### config.mk
export PLATFORM = sky130hd
export DESIGN_NAME = reentrant_mutex_fifo_handoff
export DESIGN_NICKNAME = d
export VERILOG_FILES = /design/src/rtl/rmfh_pkg.sv /design/src/rtl/rmfh_dp.sv /design/src/rtl/rmfh_ctrl.sv /design/src/rtl/reentrant_mutex_fifo_handoff.sv
export SDC_FILE = /design/constraint.sdc
export NUM_CORES = 1
export LEC_CHECK = 0
export ABC_AREA = 0
export BUFFER_PORTS_ARGS = -buffer_cell sky130_fd_sc_hd__buf_2
export CORE_MARGIN = 5
export CORE_UTILIZATION = 55
export DETAILED_ROUTE_END_ITERATION = 6
export PLACE_DENSITY = 0.72
export RECOVER_POWER = 100
export REMOVE_ABC_BUFFERS = 1
export SYNTH_ARGS = -nofsm -noshare
export SYNTH_HDL_FRONTEND = slang
export SYNTH_SLANG_ARGS = --single-unit
### constraint.sdc
create_clock -name i_clk -period 5.4 [get_ports i_clk]
set_input_delay 0.81 -clock i_clk [delete_from_list [all_inputs] [get_ports i_clk]]
set_output_delay 0.81 -clock i_clk [all_outputs]
set_load 0.01 [all_outputs]
### src/rtl/rmfh_pkg.sv
`timescale 1ns / 1ps
// ----------------------------------------------------------------------------
// Mutex lock manager package
// Request opcodes, result status codes, datapath actions and the
// command/status structs between controller and datapath.
// ----------------------------------------------------------------------------
package rmfh_pkg;

    localparam int DEF_WAITER_DEPTH   = 16;
    localparam int DEF_THREAD_ID_BITS = 16;
    localparam int DEF_NEST_BITS      = 16;

    // Request opcodes
    localparam logic [1:0] OP_LOCK   = 2'd0;
    localparam logic [1:0] OP_TRY    = 2'd1;
    localparam logic [1:0] OP_UNLOCK = 2'd2;
    localparam logic [1:0] OP_NONE   = 2'd3;

    // Result status codes
    localparam logic [3:0] ST_ACQUIRED   = 4'd0;
    localparam logic [3:0] ST_REENTERED  = 4'd1;
    localparam logic [3:0] ST_BUSY       = 4'd2;
    localparam logic [3:0] ST_QUEUED     = 4'd3;
    localparam logic [3:0] ST_STILL_HELD = 4'd4;
    localparam logic [3:0] ST_FREED      = 4'd5;
    localparam logic [3:0] ST_HANDED_OFF = 4'd6;
    localparam logic [3:0] ST_QUEUE_FULL = 4'd7;
    localparam logic [3:0] ST_NOT_HELD   = 4'd8;

    // Datapath actions
    localparam logic [2:0] ACT_NONE     = 3'd0;
    localparam logic [2:0] ACT_GRANT    = 3'd1;
    localparam logic [2:0] ACT_NEST_INC = 3'd2;
    localparam logic [2:0] ACT_ENQ      = 3'd3;
    localparam logic [2:0] ACT_NEST_DEC = 3'd4;
    localparam logic [2:0] ACT_HANDOFF  = 3'd5;
    localparam logic [2:0] ACT_FREE     = 3'd6;

    typedef struct packed {
        logic       capture;
        logic       commit;
        logic [2:0] act;
        logic [3:0] status;
    } t_dp_cmd;

    typedef struct packed {
        logic [1:0] op;
        logic       owner_valid;
        logic       is_owner;
        logic       nest_max;
        logic       nest_gt1;
        logic       fifo_full;
        logic       fifo_empty;
    } t_dp_stat;

endpackage

### src/rtl/rmfh_dp.sv
`timescale 1ns / 1ps
// ----------------------------------------------------------------------------
// Mutex lock manager datapath
// Request register, owner and nesting state, waiter FIFO memory and the
// result register.
// ----------------------------------------------------------------------------
module rmfh_dp
    import rmfh_pkg::*;
#(
    parameter int WAITER_DEPTH   = DEF_WAITER_DEPTH,
    parameter int THREAD_ID_BITS = DEF_THREAD_ID_BITS,
    parameter int NEST_BITS      = DEF_NEST_BITS
) (
    input  logic                      i_clk,
    input  logic                      i_rst_n,
    input  t_dp_cmd                   i_cmd,
    input  logic [1:0]                i_opcode,
    input  logic [THREAD_ID_BITS-1:0] i_thread_id,
    output t_dp_stat                  o_stat,
    output logic [3:0]                o_status,
    output logic                      o_wake_valid,
    output logic [THREAD_ID_BITS-1:0] o_wake_thread,
    output logic [NEST_BITS-1:0]      o_nest_depth
);

    localparam int PTR_W  = (WAITER_DEPTH > 1) ? $clog2(WAITER_DEPTH) : 1;
    localparam int FILL_W = $clog2(WAITER_DEPTH + 1);
    localparam logic [PTR_W-1:0]     LAST_SLOT = PTR_W'(WAITER_DEPTH - 1);
    localparam logic [FILL_W-1:0]    FULL_FILL = FILL_W'(WAITER_DEPTH);
    localparam logic [NEST_BITS-1:0] NEST_ONE  = NEST_BITS'(1);

    logic [1:0]                r_req_op;
    logic [THREAD_ID_BITS-1:0] r_req_tid;

    logic                      r_owner_valid, n_owner_valid;
    logic [THREAD_ID_BITS-1:0] r_owner_id,    n_owner_id;
    logic [NEST_BITS-1:0]      r_nest,        n_nest;
    logic [PTR_W-1:0]          r_head,        n_head;
    logic [PTR_W-1:0]          r_tail,        n_tail;
    logic [FILL_W-1:0]         r_fill,        n_fill;

    logic [THREAD_ID_BITS-1:0] r_fifo_mem [WAITER_DEPTH];
    logic [THREAD_ID_BITS-1:0] r_head_data;

    logic [3:0]                r_status;
    logic                      r_wake_valid;
    logic [THREAD_ID_BITS-1:0] r_wake_thread;
    logic [NEST_BITS-1:0]      r_nest_depth;

    function automatic logic [PTR_W-1:0] next_slot(input logic [PTR_W-1:0] ptr);
        return (ptr == LAST_SLOT) ? '0 : ptr + PTR_W'(1);
    endfunction

    // Request capture
    always_ff @(posedge i_clk) begin
        if (i_cmd.capture) begin
            r_req_op  <= i_opcode;
            r_req_tid <= i_thread_id;
        end
    end

    assign o_stat.op          = r_req_op;
    assign o_stat.owner_valid = r_owner_valid;
    assign o_stat.is_owner    = (r_owner_id == r_req_tid);
    assign o_stat.nest_max    = &r_nest;
    assign o_stat.nest_gt1    = (r_nest > NEST_ONE);
    assign o_stat.fifo_full   = (r_fill == FULL_FILL);
    assign o_stat.fifo_empty  = (r_fill == '0);

    always_comb begin
        n_owner_valid = r_owner_valid;
        n_owner_id    = r_owner_id;
        n_nest        = r_nest;
        n_head        = r_head;
        n_tail        = r_tail;
        n_fill        = r_fill;
        case (i_cmd.act)
            ACT_GRANT: begin
                n_owner_valid = 1'b1;
                n_owner_id    = r_req_tid;
                n_nest        = NEST_ONE;
            end
            ACT_NEST_INC: begin
                n_nest = r_nest + NEST_ONE;
            end
            ACT_ENQ: begin
                n_tail = next_slot(r_tail);
                n_fill = r_fill + FILL_W'(1);
            end
            ACT_NEST_DEC: begin
                n_nest = r_nest - NEST_ONE;
            end
            ACT_HANDOFF: begin
                n_head     = next_slot(r_head);
                n_fill     = r_fill - FILL_W'(1);
                n_owner_id = r_head_data;
                n_nest     = NEST_ONE;
            end
            ACT_FREE: begin
                n_owner_valid = 1'b0;
                n_owner_id    = '0;
                n_nest        = '0;
            end
            default: begin
            end
        endcase
    end

    always_ff @(posedge i_clk) begin
        if (!i_rst_n) begin
            r_owner_valid <= 1'b0;
            r_owner_id    <= '0;
            r_nest        <= '0;
            r_head        <= '0;
            r_tail        <= '0;
            r_fill        <= '0;
        end else if (i_cmd.commit) begin
            r_owner_valid <= n_owner_valid;
            r_owner_id    <= n_owner_id;
            r_nest        <= n_nest;
            r_head        <= n_head;
            r_tail        <= n_tail;
            r_fill        <= n_fill;
        end
    end

    // Waiter memory: write at tail, registered read at head
    always_ff @(posedge i_clk) begin
        if (i_cmd.commit && (i_cmd.act == ACT_ENQ)) begin
            r_fifo_mem[r_tail] <= r_req_tid;
        end
        r_head_data <= r_fifo_mem[r_head];
    end

    // Result register
    always_ff @(posedge i_clk) begin
        if (i_cmd.commit) begin
            r_status      <= i_cmd.status;
            r_wake_valid  <= (i_cmd.act == ACT_HANDOFF);
            r_wake_thread <= (i_cmd.act == ACT_HANDOFF) ? r_head_data : '0;
            r_nest_depth  <= n_nest;
        end
    end

    assign o_status      = r_status;
    assign o_wake_valid  = r_wake_valid;
    assign o_wake_thread = r_wake_thread;
    assign o_nest_depth  = r_nest_depth;

endmodule

### src/rtl/rmfh_ctrl.sv
`timescale 1ns / 1ps
// ----------------------------------------------------------------------------
// Mutex lock manager controller
// Sequences accept and decide, picks the datapath action and owns the
// handshake on both channels.
// ----------------------------------------------------------------------------
module rmfh_ctrl
    import rmfh_pkg::*;
(
    input  logic     i_clk,
    input  logic     i_rst_n,
    input  logic     i_in_valid,
    output logic     o_in_stall,
    output logic     o_out_valid,
    input  logic     i_out_stall,
    input  t_dp_stat i_stat,
    output t_dp_cmd  o_cmd
);

    localparam logic S_IDLE   = 1'b0;
    localparam logic S_DECIDE = 1'b1;

    logic       r_state, n_state;
    logic       r_out_valid, n_out_valid;
    logic       out_free;
    logic [2:0] act;
    logic [3:0] status;

    // Pick the outcome of the held request
    always_comb begin
        act    = ACT_NONE;
        status = ST_BUSY;
        case (i_stat.op)
            OP_LOCK, OP_TRY: begin
                if (i_stat.owner_valid && i_stat.is_owner) begin
                    if (!i_stat.nest_max) begin
                        act    = ACT_NEST_INC;
                        status = ST_REENTERED;
                    end
                end else if (!i_stat.owner_valid) begin
                    act    = ACT_GRANT;
                    status = ST_ACQUIRED;
                end else if (i_stat.op == OP_TRY) begin
                    status = ST_BUSY;
                end else if (i_stat.fifo_full) begin
                    status = ST_QUEUE_FULL;
                end else begin
                    act    = ACT_ENQ;
                    status = ST_QUEUED;
                end
            end
            OP_UNLOCK: begin
                if (!i_stat.owner_valid) begin
                    status = ST_NOT_HELD;
                end else if (i_stat.nest_gt1) begin
                    act    = ACT_NEST_DEC;
                    status = ST_STILL_HELD;
                end else if (!i_stat.fifo_empty) begin
                    act    = ACT_HANDOFF;
                    status = ST_HANDED_OFF;
                end else begin
                    act    = ACT_FREE;
                    status = ST_FREED;
                end
            end
            default: begin
            end
        endcase
    end

    assign out_free = !r_out_valid || !i_out_stall;

    always_comb begin
        n_state       = r_state;
        o_cmd.capture = 1'b0;
        o_cmd.commit  = 1'b0;
        o_cmd.act     = ACT_NONE;
        o_cmd.status  = status;
        case (r_state)
            S_IDLE: begin
                if (i_in_valid) begin
                    o_cmd.capture = 1'b1;
                    n_state       = S_DECIDE;
                end
            end
            S_DECIDE: begin
                if (i_stat.op == OP_NONE) begin
                    n_state = S_IDLE;
                end else if (out_free) begin
                    o_cmd.commit = 1'b1;
                    o_cmd.act    = act;
                    n_state      = S_IDLE;
                end
            end
            default: begin
                n_state = S_IDLE;
            end
        endcase
    end

    always_comb begin
        n_out_valid = r_out_valid;
        if (o_cmd.commit) begin
            n_out_valid = 1'b1;
        end else if (r_out_valid && !i_out_stall) begin
            n_out_valid = 1'b0;
        end
    end

    always_ff @(posedge i_clk) begin
        if (!i_rst_n) begin
            r_state     <= S_IDLE;
            r_out_valid <= 1'b0;
        end else begin
            r_state     <= n_state;
            r_out_valid <= n_out_valid;
        end
    end

    assign o_in_stall  = (r_state != S_IDLE);
    assign o_out_valid = r_out_valid;

endmodule

### src/rtl/reentrant_mutex_fifo_handoff.sv
`timescale 1ns / 1ps
// ----------------------------------------------------------------------------
// Recursive mutex lock manager with FIFO handoff
// Grants, nests, queues and releases one recursive mutex for many threads.
// ----------------------------------------------------------------------------
// Each beat on the input channel is one request (lock, try-lock or unlock
// from a thread) and produces exactly one result beat, except opcode 3,
// which is dropped silently. A request is first accepted, then decided and
// committed. The decide step needs the oldest waiter's id, which comes out
// of the registered read port of the waiter memory, and no new request is
// accepted until the held one leaves the decide step. The result sits in
// an output register, so a new request is accepted while the previous
// result still waits; the decide step holds only when that register is
// still full and stalled. No clearing pass runs after reset: the waiter
// memory is used only at entries the fill count covers.
// ----------------------------------------------------------------------------
module reentrant_mutex_fifo_handoff
    import rmfh_pkg::*;
#(
    parameter int WAITER_DEPTH   = DEF_WAITER_DEPTH,
    parameter int THREAD_ID_BITS = DEF_THREAD_ID_BITS,
    parameter int NEST_BITS      = DEF_NEST_BITS
) (
    input  logic                      i_clk,
    input  logic                      i_rst_n,
    // Request channel
    input  logic                      i_in_valid,
    output logic                      o_in_stall,
    input  logic [1:0]                i_opcode,
    input  logic [THREAD_ID_BITS-1:0] i_thread_id,
    // Result channel
    output logic                      o_out_valid,
    input  logic                      i_out_stall,
    output logic [3:0]                o_status,
    output logic                      o_wake_valid,
    output logic [THREAD_ID_BITS-1:0] o_wake_thread,
    output logic [NEST_BITS-1:0]      o_nest_depth
);

    t_dp_cmd  dp_cmd;
    t_dp_stat dp_stat;

    // Controller: accept a beat, decide its outcome, hold on a full output
    rmfh_ctrl u_ctrl (
        .i_clk       (i_clk),
        .i_rst_n     (i_rst_n),
        .i_in_valid  (i_in_valid),
        .o_in_stall  (o_in_stall),
        .o_out_valid (o_out_valid),
        .i_out_stall (i_out_stall),
        .i_stat      (dp_stat),
        .o_cmd       (dp_cmd)
    );

    // Datapath: owner, nesting count, waiter queue and result register
    rmfh_dp #(
        .WAITER_DEPTH   (WAITER_DEPTH),
        .THREAD_ID_BITS (THREAD_ID_BITS),
        .NEST_BITS      (NEST_BITS)
    ) u_dp (
        .i_clk         (i_clk),
        .i_rst_n       (i_rst_n),
        .i_cmd         (dp_cmd),
        .i_opcode      (i_opcode),
        .i_thread_id   (i_thread_id),
        .o_stat        (dp_stat),
        .o_status      (o_status),
        .o_wake_valid  (o_wake_valid),
        .o_wake_thread (o_wake_thread),
        .o_nest_depth  (o_nest_depth)
    );

endmodule

==> flow_summary.yaml, run 1 <==
power:
  p_per_area_mw_per_mm2: 344
  p_switching_uw: 1240
  power_frac_clock_pct: 43.7
  power.share.switching_pct: 20.8
  irDropWorstVdd_v: 0.000362
  p_leak_uw: 0.00556
  internal-power_uw: 4700
  share_seq_of_total_power_pct: 53.9
  power_frac_comb_pct: 2.4
logic_synthesis:
  synth_most_common_cell: "edfxtp_1"
  synthXorXnorAreaFrac_pct: 1.41
  seq_area_frac_synth_pct: 68.6
  avgSynthCellArea_um2: 16.7
  synth_compound_area_share_pct: 7.01
  synthTopCellsByCount: "311 x edfxtp_1, 80 x mux4_2, 64 x dfxtp_1"
  synth.top_cell.area_share_pct: 60.3
  synth_fa_ha_area_share_pct: 1.02
  yosysWarnings: 0
  ys_ff_latch: 375
  synth_area_mm2: 0.0155
  synthTopCellsByArea: "edfxtp_1 60%, mux4_2 12%, dfxtp_1 8.3%"
  synth_top_area_cell: "edfxtp_1"
  synth_top_family_by_area: "multiplexers"
  synth_edf_count: 311
  async_flop_share_pct: 0
  muxShareOfSynthArea_pct: 12.3
  synthSimpleGateAreaFrac_pct: 7.62
  synthCells: 929
  synthFlopType: "edfxtp_1"
  synth.distinct_cells: 82
sta:
  fmax_ghz: 0.213
  finalCritPeriodShare_pct: 86.9
  fin_tns_setup_ps: 0
  finalMaxSlewViolations: 147
  maxSlewHeadroom_pct: -108
  tightest_slew_ps: 3120
  setup_viol: 0
  skew_ps: 20.7
  hold_viol_final: 0
  fin_crit_ps: 4690
  grt_setup_unrepaired: "false"
layout:
  diodes: 0
  drive_above_1_share_pct: 19.4
  nets: 1035
  multiInputGateArea_mm2: 0.00452
  synthToLayoutAreaGrowth_pct: 11.6
  final_util_pct: 62.2
  fill_cells: 2064
  ff_latch_area_mm2: 0.0106
global_routing:
  grt_pass1_wl_um: 54200
  overflow: 0
  grt_usage_pct: 23.0
  grt_pass1_vias: 8865
  grt_max_degree: 50
  antenna_found_initial: 0
floorplan:
  die_w_um: 178
  std_cell_rows: 61
  coreArea_mm2: 0.0278
  io_pins: 61
  die-area_mm2: 0.0316
  start_util_pct: 55.7
  die_h_um: 178
worst_setup_path:
  path_class: "register to register"
  cp_top_family: "simple AND/OR/NAND/NOR gates"
  slowest_stage: "clkbuf_1"
  worstPathRequired_ps: 5540
  end_kind: "register"
  path_cells: "xnor2_1, nand4_1, or3_1, o31ai_4, nor2_1, nor3_4, nand2_1, nor3_1, clkbuf_1"
  cp_max_fo: 18
  max_stage_delay_ps: 1020
  crit_buf_inv: 1
  worst-endpoint-arrival_ps: 4830
  cp-start-kind: "register"
routing:
  wire_per_inst_um: 25.2
  drcViolationCount: 1
  dr.pass1.iters: 7
  vias: 8738
  wirelength_um: 35400
  ant_nets: 0
  via_per_inst: 6.21
  initialDrtViolationCount: 1071
clocking:
  cts_setup_buffers: 0
  cts_sinks: 375
  root_buffer: "clkbuf_16"
  cts_resized: 0
  clockBufferDepth: 3
  htree_levels: 2
  clk_pin_slew_ps: 60
  numCtsBuffers: 38
  cts_tree: "yes"
  clock_latency_ps: 540
  ctsHoldBuffers: 0
run_status:
  status: "finished with violations"
  violations: "DRC, capacitance limit, slew limit"
hold_path:
  hold_path_class: "input pin to register"
place:
  globalplace.congestion: 0.940
  hpwl_um: 22000
  io_buffers: 60
run:
  drv_cap: 4
## through the flow
step	instances	power [uW]	hold WS [ps]	setup WS (ps)	cell area, um2
floorplan	875	3340	467	1350	15200
global placement	1339	3410	506	1330	16200
detailed placement	1339	3410	524	1200	16200
CTS	1407	5980	430	1180	17400
global route	1407	6120	443	462	17300
finish	1407	5940	448	708	17300
## registers in the layout (all words and copies together), names as in the netlist, 5 cells and up
register            cells
u_dp.r_nest            16
u_dp.r_req_tid         16
u_dp.r_head_data       16
u_dp.r_owner_id        16
u_dp.r_fill             5
u_dp.r_fifo_mem       256
u_dp.o_wake_thread     16
u_dp.o_nest_depth      16
## power by group through the flow
| stage | clock [uW] | sequential, uW | combinational [uW] |
|---|---|---|---|
| after floorplan | 0 | 3250 | 82.2 |
| after global placement | 0 | 3260 | 147 |
| after detailed placement | 0 | 3260 | 147 |
| after CTS | 2630 | 3200 | 148 |
| after global routing | 2760 | 3210 | 155 |
| final | 2590 | 3200 | 143 |
## worst paths after layout
| check | from | endpoint | slack [ps] | cells after the start |
|---|---|---|---|---|
| max | u_dp.r_req_tid[14] | u_dp.r_fifo_mem[2][12] | 710 | 9 |
| min | i_thread_id[11] | u_dp.r_req_tid[11] | 450 | 1 |
| max reg2reg | u_dp.r_req_tid[14] | u_dp.r_fifo_mem[2][12] | 710 | 9 |
| min reg2reg | u_dp.r_fill[4] | u_dp.r_fill[4] | 530 | 2 |
## cell usage in the layout (no fill, tap or decap), types with 6 or more instances in the layout
master     count
a21o_1         6
a21oi_1       53
a31oi_1        8
and2_0        23
and2_1         8
buf_2         15
buf_4         16
clkbuf_1      58
clkbuf_16     38
clkinv_1       6
clkinv_2       9
dfxtp_1       63
edfxtp_1     311
ha_1          11
inv_1          7
mux2i_1        9
mux4_2        80
nand2_1       36
nand2b_1       6
nand3_1       19
nand4_1        8
nor2_1        35
nor2b_1        9
nor3_1        17
nor4_1         9
o21ai_0       31
xnor2_1       13
xor2_1        12
## layout make-up
class,count,area share [%]
clock inverter,23,1.40
multi-input combinational,493,26.2
inverter,7,0.152
sequential,375,61.5
tap,378,2.74
clock buffer,45,5.66
timing repair buffer,86,2.35
## cell families after synthesis
family                     Yosys count
and+or+nand+nor                    208
adders and majority gates           12
xor gates and xnor gates            25
muxes                               90
AOI/OAI and AO/OA                  158
buffers and inverters               61
DFF                                375
## per-layer routing
layer / GRT usage, % / vias up / wire, um
met5: 0 / - / 0
met4: 6.96 / 0 / 917
met3: 3.28 / 75 / 2490
met2: 39.0 / 415 / 17900
met1: 31.2 / 4417 / 14100
li1: - / 3831 / -
(Power assumes the default switching activity.)
==> run 2, diff against run 1 <==
--- a/config.mk
+++ b/config.mk
@@ -9,6 +9,7 @@
 export BUFFER_PORTS_ARGS = -buffer_cell sky130_fd_sc_hd__buf_2
 export CORE_MARGIN = 5
 export CORE_UTILIZATION = 55
+export CTS_BUF_LIST = sky130_fd_sc_hd__clkbuf_2
 export DETAILED_ROUTE_END_ITERATION = 6
 export PLACE_DENSITY = 0.72
 export RECOVER_POWER = 100
==> run 2 against run 1 <==
Against the previous run:
- the flow finishes with violations (capacitance limit, slew limit)
- clock-buffer cell count up 109
- final cell count rose by 8.2%
- die area did not move
- critical path type unchanged
==> flow_summary.yaml, run 2 (synthesis gave the netlist of run 1 again) <==
global_routing:
  grt_usage_pct: 23.4
  grt_pass1_wl_um: 55200
  antenna_found_initial: 1
  overflow: 0
  grt_pass1_vias: 9341
  grt_max_degree: 50
layout:
  synthToLayoutAreaGrowth_pct: 10.1
  drive_above_1_share_pct: 26.9
  top_register: "u_dp.r_fifo_mem"
  largest_reg_flops: 256
  mostFrequentLayoutCell: "edfxtp_1"
  final_cell_mix: "311 x edfxtp_1, 158 x clkbuf_2, 80 x mux4_2"
  fin_area_mm2: 0.0170
  nets: 1100
worst_setup_path:
  slowest_stage: "nor2_1"
  worst-endpoint-arrival_ps: 5280
  crit_path_frequent_cell: "nor2_1"
  cp-start-kind: "register"
  end_kind: "register"
  cp_max_fo: 18
  path_class: "register to register"
  path_cells: "xnor2_1, nand4_1, or3_1, o31ai_4, nor2_1, nor3_4, nand2_1, nor2_1, buf_4"
  max_stage_delay_ps: 870
  worstPathRequired_ps: 6020
routing:
  wire_per_inst_um: 23.5
  via_per_inst: 5.99
  initialDrtViolationCount: 917
  vias: 9116
  drcViolationCount: 0
  dr.pass1.iters: 7
  wirelength_um: 35800
  ant_nets: 0
place:
  hpwl_um: 22000
  io_buffers: 60
  globalplace.congestion: 0.940
  placed_cell_area_mm2: 0.0162
clocking:
  clk_pin_slew_ps: 90
  cts_sinks: 375
  clockBufferDepth: 3
  clock_latency_ps: 930
  htree_levels: 3
  root_buffer: "clkbuf_2"
  cts_resized: 0
  cts_tree: "yes"
  numCtsBuffers: 92
sta:
  finalMaxSlewViolations: 132
  hold_viol_final: 0
  timing.hold.ws_ps: 107
  fin_tns_setup_ps: 0
  fmax_ghz: 0.215
  finalCritPeriodShare_pct: 86.2
  maxSlewHeadroom_pct: -107
  tightest_slew_ps: 3100
  skew_ps: 89.8
  setup_viol: 0
  grt_setup_unrepaired: "false"
  fin_crit_ps: 4660
power:
  p_leak_uw: 0.00571
  p_per_area_mw_per_mm2: 309
  irDropWorstVdd_v: 0.000201
floorplan:
  die_w_um: 178
  die-area_mm2: 0.0316
  std_cell_rows: 61
  io_pins: 61
  coreArea_mm2: 0.0278
  start_util_pct: 55.7
  die_h_um: 178
run_status:
  status: "finished with violations"
  violations: "capacitance limit, slew limit"
hold_path:
  hold_path_class: "input pin to register"
run:
  drv_cap: 4
run 2: power breakdown:
| group | switching, uW | total [uW] | internal [uW] |
|---|---|---|---|
| Clock | 1120 | 1920 | 800 |
| Combinational | 97.1 | 149 | 51.4 |
| Sequential | 45.2 | 3200 | 3150 |
run 2: final cells by class:
type / count / area, um2
Sequential cell: 375 / 10600
Multi-Input combinational cell: 493 / 4520
Clock buffer: 154 / 771
Fill cell: 2176 / 10700
Inverter: 7 / 26.3
Tap cell: 378 / 473
Clock inverter: 17 / 114
Antenna cell: 1 / 2.50
Timing Repair Buffer: 97 / 524
run 2: path summary, 6_finish.rpt:
| kind | depth (start not counted) | to | from | slack, ps |
|---|---|---|---|---|
| max | 9 | u_dp.r_fifo_mem[9][12] | u_dp.r_req_tid[14] | 740 |
| min | 1 | u_dp.r_req_tid[4] | i_thread_id[4] | 110 |
| max reg2reg | 9 | u_dp.r_fifo_mem[9][12] | u_dp.r_req_tid[14] | 740 |
| min reg2reg | 2 | u_dp.r_fill[4] | u_dp.r_fill[4] | 530 |
run 2: what timing repair did:
item | CTS | global route
endpoints found under the setup margin | 0 | 0
buffers inserted | 0 | 0
hold buffers | 9 | 2
endpoints found under the hold margin | 9 | 2
run 2: worst max-delay path: cells and delay by family, from the launching register on:
kind / cells / cell delay (ps)
simple gates: 6 / 2660
flops: 1 / 630
compound gates: 1 / 430
buf+inv: 1 / 350
xor+xnor: 1 / 290
run 2: per-layer routing:
metal	wire (um)	track usage [%]
met4	833	7.80
met1	14400	30.9
met5	0	0
met2	18200	39.7
met3	2430	4.54
run 2: metrics by stage:
| step | instances | setup WS, ps | power (uW) | util (%) |
|---|---|---|---|---|
| after floorplan | 875 | 1350 | 3340 | - |
| after global placement | 1339 | 1330 | 3410 | 58.4 |
| after detailed placement | 1339 | 1200 | 3410 | 58.4 |
| after CTS | 1519 | 1160 | 5320 | 61.9 |
| after global routing | 1522 | 451 | 5510 | 61.4 |
| final | 1522 | 745 | 5270 | 61.4 |
==> run 3, diff against run 2 <==
--- a/config.mk
+++ b/config.mk
@@ -7,11 +7,13 @@
 export LEC_CHECK = 0
 export ABC_AREA = 0
 export BUFFER_PORTS_ARGS = -buffer_cell sky130_fd_sc_hd__buf_2
+export CELL_PAD_IN_SITES_DETAIL_PLACEMENT = 1
+export CELL_PAD_IN_SITES_GLOBAL_PLACEMENT = 1
 export CORE_MARGIN = 5
 export CORE_UTILIZATION = 55
 export CTS_BUF_LIST = sky130_fd_sc_hd__clkbuf_2
 export DETAILED_ROUTE_END_ITERATION = 6
-export PLACE_DENSITY = 0.72
+export PLACE_DENSITY_LB_ADDON = 0.1
 export RECOVER_POWER = 100
 export REMOVE_ABC_BUFFERS = 1
 export SYNTH_ARGS = -nofsm -noshare
==> run 3 against run 2 <==
Against the previous run:
- the flow still finishes with violations (capacitance limit, slew limit)
- clock-buffer cell count shrank 16
- worst setup slack gained 2.9 ps
- worst hold slack lost 20 ps
- clock skew grew 25 ps
- final cell count is the same
- clock power is essentially flat
- highest routed layer unchanged
==> flow_summary.yaml, run 3 (synthesis gave the netlist of run 1 again) <==
worst_setup_path:
  cp-start-kind: "register"
  path_cells: "xor2_1, nor4_1, nand2_1, o21ai_4, a21oi_4, clkbuf_1, a21oi_4, a21oi_1, a21oi_1"
  r2r_cells: 9
  slowest_stage: "a21oi_4"
  path_class: "register to register"
  worstPathRequired_ps: 6220
  worst-endpoint-arrival_ps: 5470
  cp_max_fo: 23
  end_kind: "register"
  max_stage_delay_ps: 910
routing:
  wirelength_um: 41100
  met1_length_um: 15700
  drcViolationCount: 0
  ant_nets: 0
  routed.top_layer: "met4"
  via_per_inst: 6.06
  initialDrtViolationCount: 847
  route.met3.wl_um: 2460
  wl_met2_um: 21800
  wire_per_inst_um: 27.0
  vias: 9224
  dr.pass1.iters: 5
clocking:
  root_buffer: "clkbuf_2"
  cts_tree: "yes"
  clk_pin_slew_ps: 100
  ctsHoldBuffers: 8
  cts_setup_buffers: 0
  clock_latency_ps: 950
  cts_resized: 0
  numCtsBuffers: 91
  cts_sinks: 375
  clockBufferDepth: 3
  htree_levels: 3
place:
  hpwl_um: 25100
  io_buffers: 60
  globalplace.congestion: 0.925
  dp.cells: 1341
power:
  irDropWorstVdd_v: 0.000322
  p_per_area_mw_per_mm2: 310
  p_leak_uw: 0.00571
run_status:
  violations: "capacitance limit, slew limit"
  status: "finished with violations"
global_routing:
  overflow: 0
  grt_usage_pct: 26.8
  grt_max_degree: 50
  grt_pass1_wl_um: 62300
  grt_pass1_vias: 9990
  antenna_found_initial: 1
hold_path:
  whs_path_depth: 1
  hold_path_class: "input pin to register"
floorplan:
  die-area_mm2: 0.0316
  std_cell_rows: 61
  coreArea_mm2: 0.0278
  io_pins: 61
  die_w_um: 178
  die_h_um: 178
  start_util_pct: 55.7
layout:
  fill_cells: 2636
  final_cell_mix: "311 x edfxtp_1, 139 x clkbuf_2, 80 x mux4_2"
  mostFrequentLayoutCell: "edfxtp_1"
  top_register: "u_dp.r_fifo_mem"
  final_cells: 1522
  largest_reg_flops: 256
  synthToLayoutAreaGrowth_pct: 10.2
  drive_above_1_share_pct: 26.3
  nets: 1099
sta:
  finalMaxSlewViolations: 121
  skew_ps: 115
  fin_tns_setup_ps: 0
  fin_crit_ps: 4650
  maxSlewHeadroom_pct: -81.2
  tightest_slew_ps: 2710
  hold_viol_final: 0
  setup_viol: 0
  fmax_ghz: 0.215
  finalCritPeriodShare_pct: 86.2
  grt_setup_unrepaired: "false"
run:
  drv_cap: 4
-- run 3: cell types whose count changed in the layout (fill, tap and decap cells not counted), moves of 3 or more --
| cell | delta |
|---|---|
| clkinv_1 | +9 |
| clkinv_2 | +5 |
| and2_1 | +3 |
| and2_0 | -3 |
| o21ai_0 | -3 |
| o21ai_1 | +3 |
| buf_4 | +5 |
| clkbuf_2 | -19 |
-- run 3: final cells by class --
type | count | area, um2 | share of cell area [%]
Clock buffer | 138 | 691 | 4.05
Multi-Input combinational cell | 493 | 4520 | 26.5
Inverter | 7 | 26.3 | 0.154
Antenna cell | 1 | 2.50 | 0.0147
Sequential cell | 375 | 10600 | 62.3
Clock inverter | 33 | 196 | 1.15
Tap cell | 378 | 473 | 2.77
Timing Repair Buffer | 97 | 529 | 3.10
-- run 3: metal layers --
layer	vias up	global-route usage [%]
li1	4025	-
met1	4723	32.6
met2	385	48.1
met3	91	4.69
met4	0	9.99
met5	-	0
-- run 3: critical path, delay by kind of cell (launching register included) --
family / cells / cell delay, ps
DFF: 1 / 760
buffers and inverters: 1 / 660
and+or+nand+nor: 2 / 990
AOI/OAI and AO/OA: 5 / 1920
xor gates and xnor gates: 1 / 180
-- run 3: path summary, 6_finish.rpt --
path / startpoint / to / slack (ps)
max: u_dp.r_req_tid[12] / u_dp.r_owner_id[6] / 750
min: i_thread_id[0] / u_dp.r_req_tid[0] / 90
max reg2reg: u_dp.r_req_tid[12] / u_dp.r_owner_id[6] / 750
min reg2reg: u_dp.r_fill[4] / u_dp.r_fill[4] / 520
-- run 3: power breakdown --
part	leakage (uW)	switching [uW]	internal [uW]	total, uW
clock network	0.000674	1180	753	1940
registers	0.00337	50.1	3150	3200
logic	0.00166	102	51.8	154
-- run 3: per-stage QoR --
stage / setup slack (ps) / hold slack [ps] / total power, uW / util, % / instance area, um2
finish: 748 / 87.4 / 5290 / 61.4 / 17100
global route: 516 / 0.766 / 5560 / 61.4 / 17100
CTS: 1240 / 28.6 / 5340 / 61.8 / 17200
detailed placement: 1390 / 508 / 3420 / 58.3 / 16200
global placement: 1540 / 492 / 3410 / 58.3 / 16200
floorplan: 1350 / 467 / 3340 / - / 15200
